<file path="src/hdl/brw_pkg.sv">
// package: shared types and constants for the bragg ray reflection weight core
package brw_pkg;

  localparam int unsigned KIND_W = 2;
  localparam logic [1:0] KIND_RAY = 2'd0;
  localparam logic [1:0] KIND_LATTICE = 2'd1;
  localparam logic [1:0] KIND_SPECTRUM = 2'd2;

  localparam logic REG_LATTICE_COUNT = 1'b0;
  localparam logic REG_SPECTRUM_LENGTH = 1'b1;

  localparam int unsigned IN_DATA_W = 200;
  localparam int unsigned OUT_DATA_W = 168;

  typedef enum logic [3:0] {
    ST_IDLE,
    ST_RD,
    ST_DOT,
    ST_SUM,
    ST_SCALE,
    ST_ROUND,
    ST_RANGE,
    ST_SEARCH,
    ST_PICK,
    ST_EMIT
  } brw_state_t;

  typedef struct packed {
    logic load_ray;
    logic rd_lattice;
    logic dot_step;
    logic sum_step;
    logic scale_step;
    logic round_step;
    logic search_init;
    logic search_step;
    logic emit;
  } brw_cmd_t;

  typedef struct packed {
    logic search_done;
    logic out_busy;
    logic last_lat;
    logic no_lattice;
  } brw_status_t;

endpackage

</file>
<file path="src/hdl/brw_ctrl.sv">
// controller: sequences lattice vectors and the spectrum search for one ray
module brw_ctrl (
  input  logic               clk,
  input  logic               rst,
  input  logic               ray_start,
  input  brw_pkg::brw_status_t status,
  output brw_pkg::brw_cmd_t  cmd,
  output logic               busy
);
  import brw_pkg::*;

  brw_state_t state, state_next;

  always_ff @(posedge clk) begin
    if (rst) state <= ST_IDLE;
    else state <= state_next;
  end

  always_comb begin
    state_next = state;
    unique case (state)
      ST_IDLE:   if (ray_start && !status.no_lattice) state_next = ST_RD;
      ST_RD:     state_next = ST_DOT;
      ST_DOT:    state_next = ST_SUM;
      ST_SUM:    state_next = ST_SCALE;
      ST_SCALE:  state_next = ST_ROUND;
      ST_ROUND:  state_next = ST_RANGE;
      ST_RANGE:  state_next = ST_SEARCH;
      ST_SEARCH: if (status.search_done) state_next = ST_PICK;
      ST_PICK:   state_next = ST_EMIT;
      ST_EMIT:   if (!status.out_busy) state_next = status.last_lat ? ST_IDLE : ST_RD;
      default:   state_next = ST_IDLE;
    endcase
  end

  always_comb begin
    cmd = '0;
    unique case (state)
      ST_IDLE:   cmd.load_ray = ray_start;
      ST_RD:     cmd.rd_lattice = 1'b1;
      ST_DOT:    cmd.dot_step = 1'b1;
      ST_SUM:    cmd.sum_step = 1'b1;
      ST_SCALE:  cmd.scale_step = 1'b1;
      ST_ROUND:  cmd.round_step = 1'b1;
      ST_RANGE:  cmd.search_init = 1'b1;
      ST_SEARCH: cmd.search_step = 1'b1;
      ST_PICK:   cmd = '0;
      ST_EMIT:   cmd.emit = !status.out_busy;
      default:   cmd = '0;
    endcase
  end

  assign busy = (state != ST_IDLE);

  a_emit_ok: assert property (@(posedge clk) disable iff (rst)
    cmd.emit |-> !status.out_busy) else $error("emit while output full");
  a_search_exit: assert property (@(posedge clk) disable iff (rst)
    (state == ST_SEARCH && !status.search_done) |=> state == ST_SEARCH)
    else $error("search left early");
  a_idle_after_last: assert property (@(posedge clk) disable iff (rst)
    (cmd.emit && status.last_lat) |=> state == ST_IDLE)
    else $error("no return to idle");
endmodule

</file>
<file path="config.mk">
export PLATFORM = sky130hd
export DESIGN_NAME = brw_ctrl
export DESIGN_NICKNAME = d
export VERILOG_FILES = /design/src/hdl/brw_pkg.sv /design/src/hdl/brw_ctrl.sv
export SDC_FILE = /design/constraint.sdc
export NUM_CORES = 1
export LEC_CHECK = 0
export ABC_AREA = 1
export BUFFER_PORTS_ARGS = -buffer_cell sky130_fd_sc_hd__buf_2
export CELL_PAD_IN_SITES_DETAIL_PLACEMENT = 1
export CELL_PAD_IN_SITES_GLOBAL_PLACEMENT = 1
export CORE_AREA = 5 5 42 44
export DETAILED_ROUTE_END_ITERATION = 8
export DIE_AREA = 0 0 47 49
export PLACE_DENSITY = 0.72
export SETUP_SLACK_MARGIN = 0.05
export SYNTH_ARGS = -nofsm -noshare
export SYNTH_HDL_FRONTEND = slang
export SYNTH_SLANG_ARGS = --single-unit
export TNS_END_PERCENT = 30
</file>
<file path="constraint.sdc">
create_clock -name clk -period 1.2 [get_ports clk]
set_input_delay 0.06 -clock clk [delete_from_list [all_inputs] [get_ports clk]]
set_output_delay 0.06 -clock clk [all_outputs]
set_load 0.02 [all_outputs]
</file>
==> metrics.txt <==
outcome=finished clean; GR Util met2=between 10% and 20%; drt drc=0; total power=574 µW; final WL=around 1.1 mm; final worst path period share=a little over nine tenths; Clock Path Buffers=2; Synth area leaders=dfxtp_1, inv_1, nand2_1; total die area=2300 µm²; number of setup violations in the final report=0; Reg-to-Reg End=state[3]; core area=1400 µm²; Post-Synthesis Cells=56; Initial DRC Count=1; ANT nets after route=0; Min Clock Period, post-route=around 1200 ps; routed length per placed instance=around 12 µm; worst min path class=in2reg; most frequent cells in the layout=nand2_1, buf_4, inv_1, nor2_1, buf_2; grt peak-use layer=met2; GRT overflow=0; biggest regs=state (4); final net count=85; antenna fix cells=0; first-pass GRT wire length=around 1.8 mm; H-tree Lvls=1; CP Class=reg2out; Area Growth Syn to Fin=63.5%; antenna violations before repair=0; Fmax=slightly below 900 MHz; gp weighted congestion=between 0.7 and 0.8; clk sinks=4; reg2reg path depth=7; # IOs=17; Die Height=49 µm; Ys Warns=0; Largest register FFs=4; CTS Root Cell=clkbuf_4; CP startpoint kind=register; GRT Overall Usage=a little over a tenth; fin cells=approximately 90; Crit Path Max Fanout=5; CTS tree=done; met1 Use GR=between 10 and 15%; Fillers=around 200; CP endpoint kind=output port; top cell type's share of synthesized area=25.4%; register bit total from synthesis=4; Pre-antenna DRT Iters=2; Worst-Skew Late Latency=240 ps; critical path launch point=state[0]; Syn Nets=between 60 and 70; pin count of the biggest net entering global routing=6; Yosys cell types=16; Placed Cells=between 80 and 90; clock skew=0.151 ps; Mean Syn Cell Area=~5.6 µm²; Via Count=between 400 and 500; reg-to-reg slack, setup=between 100 and 150 ps; pwr/cell area=between 1000 and 1500 nW/µm²; cell taking the most area after synthesis=dfxtp_1; Reg2Reg Launch Point=state[1]; Relative slew margins=approximately 90%; Worst Hold Depth=2; CTS Buf Count=3; die width=between 40 and 50 µm; share of cells above drive strength 1=a little over half; Reg with most FFs=state; row count=14; Critical Path AT=~1100 ps; HPWL after DPL=between 800 and 900 µm; Syn Std Cell Area=between 300 and 400 µm²; Crit path required time=1140 ps; Final Hold Viols=0; vias in the first global route=392; I/O Buffers=16; Slew @ Worst Pin=~170 ps; RSZ-0062 raised after global routing=yes; most common cell after layout, fill and taps aside=nand2_1; routed vias/inst=between 4 and 5; max-cap violation count=0; Seq/Total Area, Yosys=between 20% and 30%; leakage power=0.277 nW; Worst Min Path Start=rst; GR Util met3=roughly 1.5%; initial core utilization=roughly 22%; Final Slew Violations=0; worst vdd ir=between 0.0004 and 0.0005 V; Hold EP=state[1]; Worst-path clk slew=roughly 40 ps
## cell families (layout without fill, tap and decap cells)
group	after synthesis	in the layout	share of synthesized area, %
AOI/OAI and AO/OA	5	5	8.33
buffers and inverters	13	33	15.5
DFF	4	4	25.4
and+or+nand+nor	34	34	50.8
## where the power goes
part / internal (mW) / total [mW] / switching, mW / leakage (nW)
clock: 0.112 / 0.170 / 0.0584 / 0.0138
combinational: 0.0877 / 0.227 / 0.139 / 0.228
sequential: 0.150 / 0.176 / 0.0267 / 0.0353
total: 0.349 / 0.574 / 0.224 / 0.277
## cell type report
class	instances	area (µm²)	area share (%)
multi-input cells	39	221	43.0
repair buffers	17	108	20.9
flip-flops and latches	4	92.6	18.0
inverters	13	51.3	9.95
clock buffers	3	22.5	4.37
well taps	16	20.0	3.88
## cell usage after synthesis
| cell | number |
|---|---|
| nand3b_1 | 1 |
| nand3_2 | 1 |
| nand2_2 | 2 |
| nand3_1 | 3 |
| nor3_1 | 3 |
| nor2_1 | 11 |
| nand2_1 | 11 |
| inv_2 | 1 |
| inv_1 | 12 |
| o21ai_0 | 1 |
| a21oi_1 | 2 |
| o21ai_1 | 1 |
| dfxtp_1 | 4 |
| a31oi_1 | 1 |
| nor2_2 | 1 |
| nor2_4 | 1 |
## critical path, stage by stage, from the launching register on
cell and delay (ps):
dfxtp_4 390, inv_4 60, nor2_4 110, inv_2 60
nor3_2 90, buf_4 160
## per-layer routing
layer  vias to the layer above  share of wire, %
met5                         -                 0
met4                         0               3.2
met3                         4               4.5
met2                         8                49
met1                       177                43
li1                        212                 -
## worst max-delay path by stage
stage | endpoint | cells past startpoint
floorplan | cmd[6] | 3
global placement | state[3] | 7
detailed placement | state[3] | 7
CTS | cmd[5] | 5
global route | cmd[0] | 5
finish | cmd[0] | 5
## timing repair
action | CTS | global route
gates resized for setup | 12 | 16
hold buffers | 0 | 0
endpoints found under the setup margin | 10 | 10
pin swaps | 3 | 2
cloned | 0 | 0
setup buffers | 1 | 0
## per-stage QoR
stage / area (µm²) / setup TNS (ps) / utilization [%] / hold WS [ps] / worst slack, ps
2_1_floorplan: 320 / 0 / - / 129 / 91.7
3_3_place_gp: 420 / 0 / 30.0 / 267 / 90.5
3_5_place_dp: 420 / 0 / 30.0 / 275 / 72.8
4_1_cts: 473 / 0 / 33.8 / 13.5 / 21.2
5_1_grt: 515 / -78.0 / 36.8 / 13.6 / -24.8
6_report: 515 / 0 / 36.8 / 17.8 / 46.6
Power figures use the tool's default switching activity.
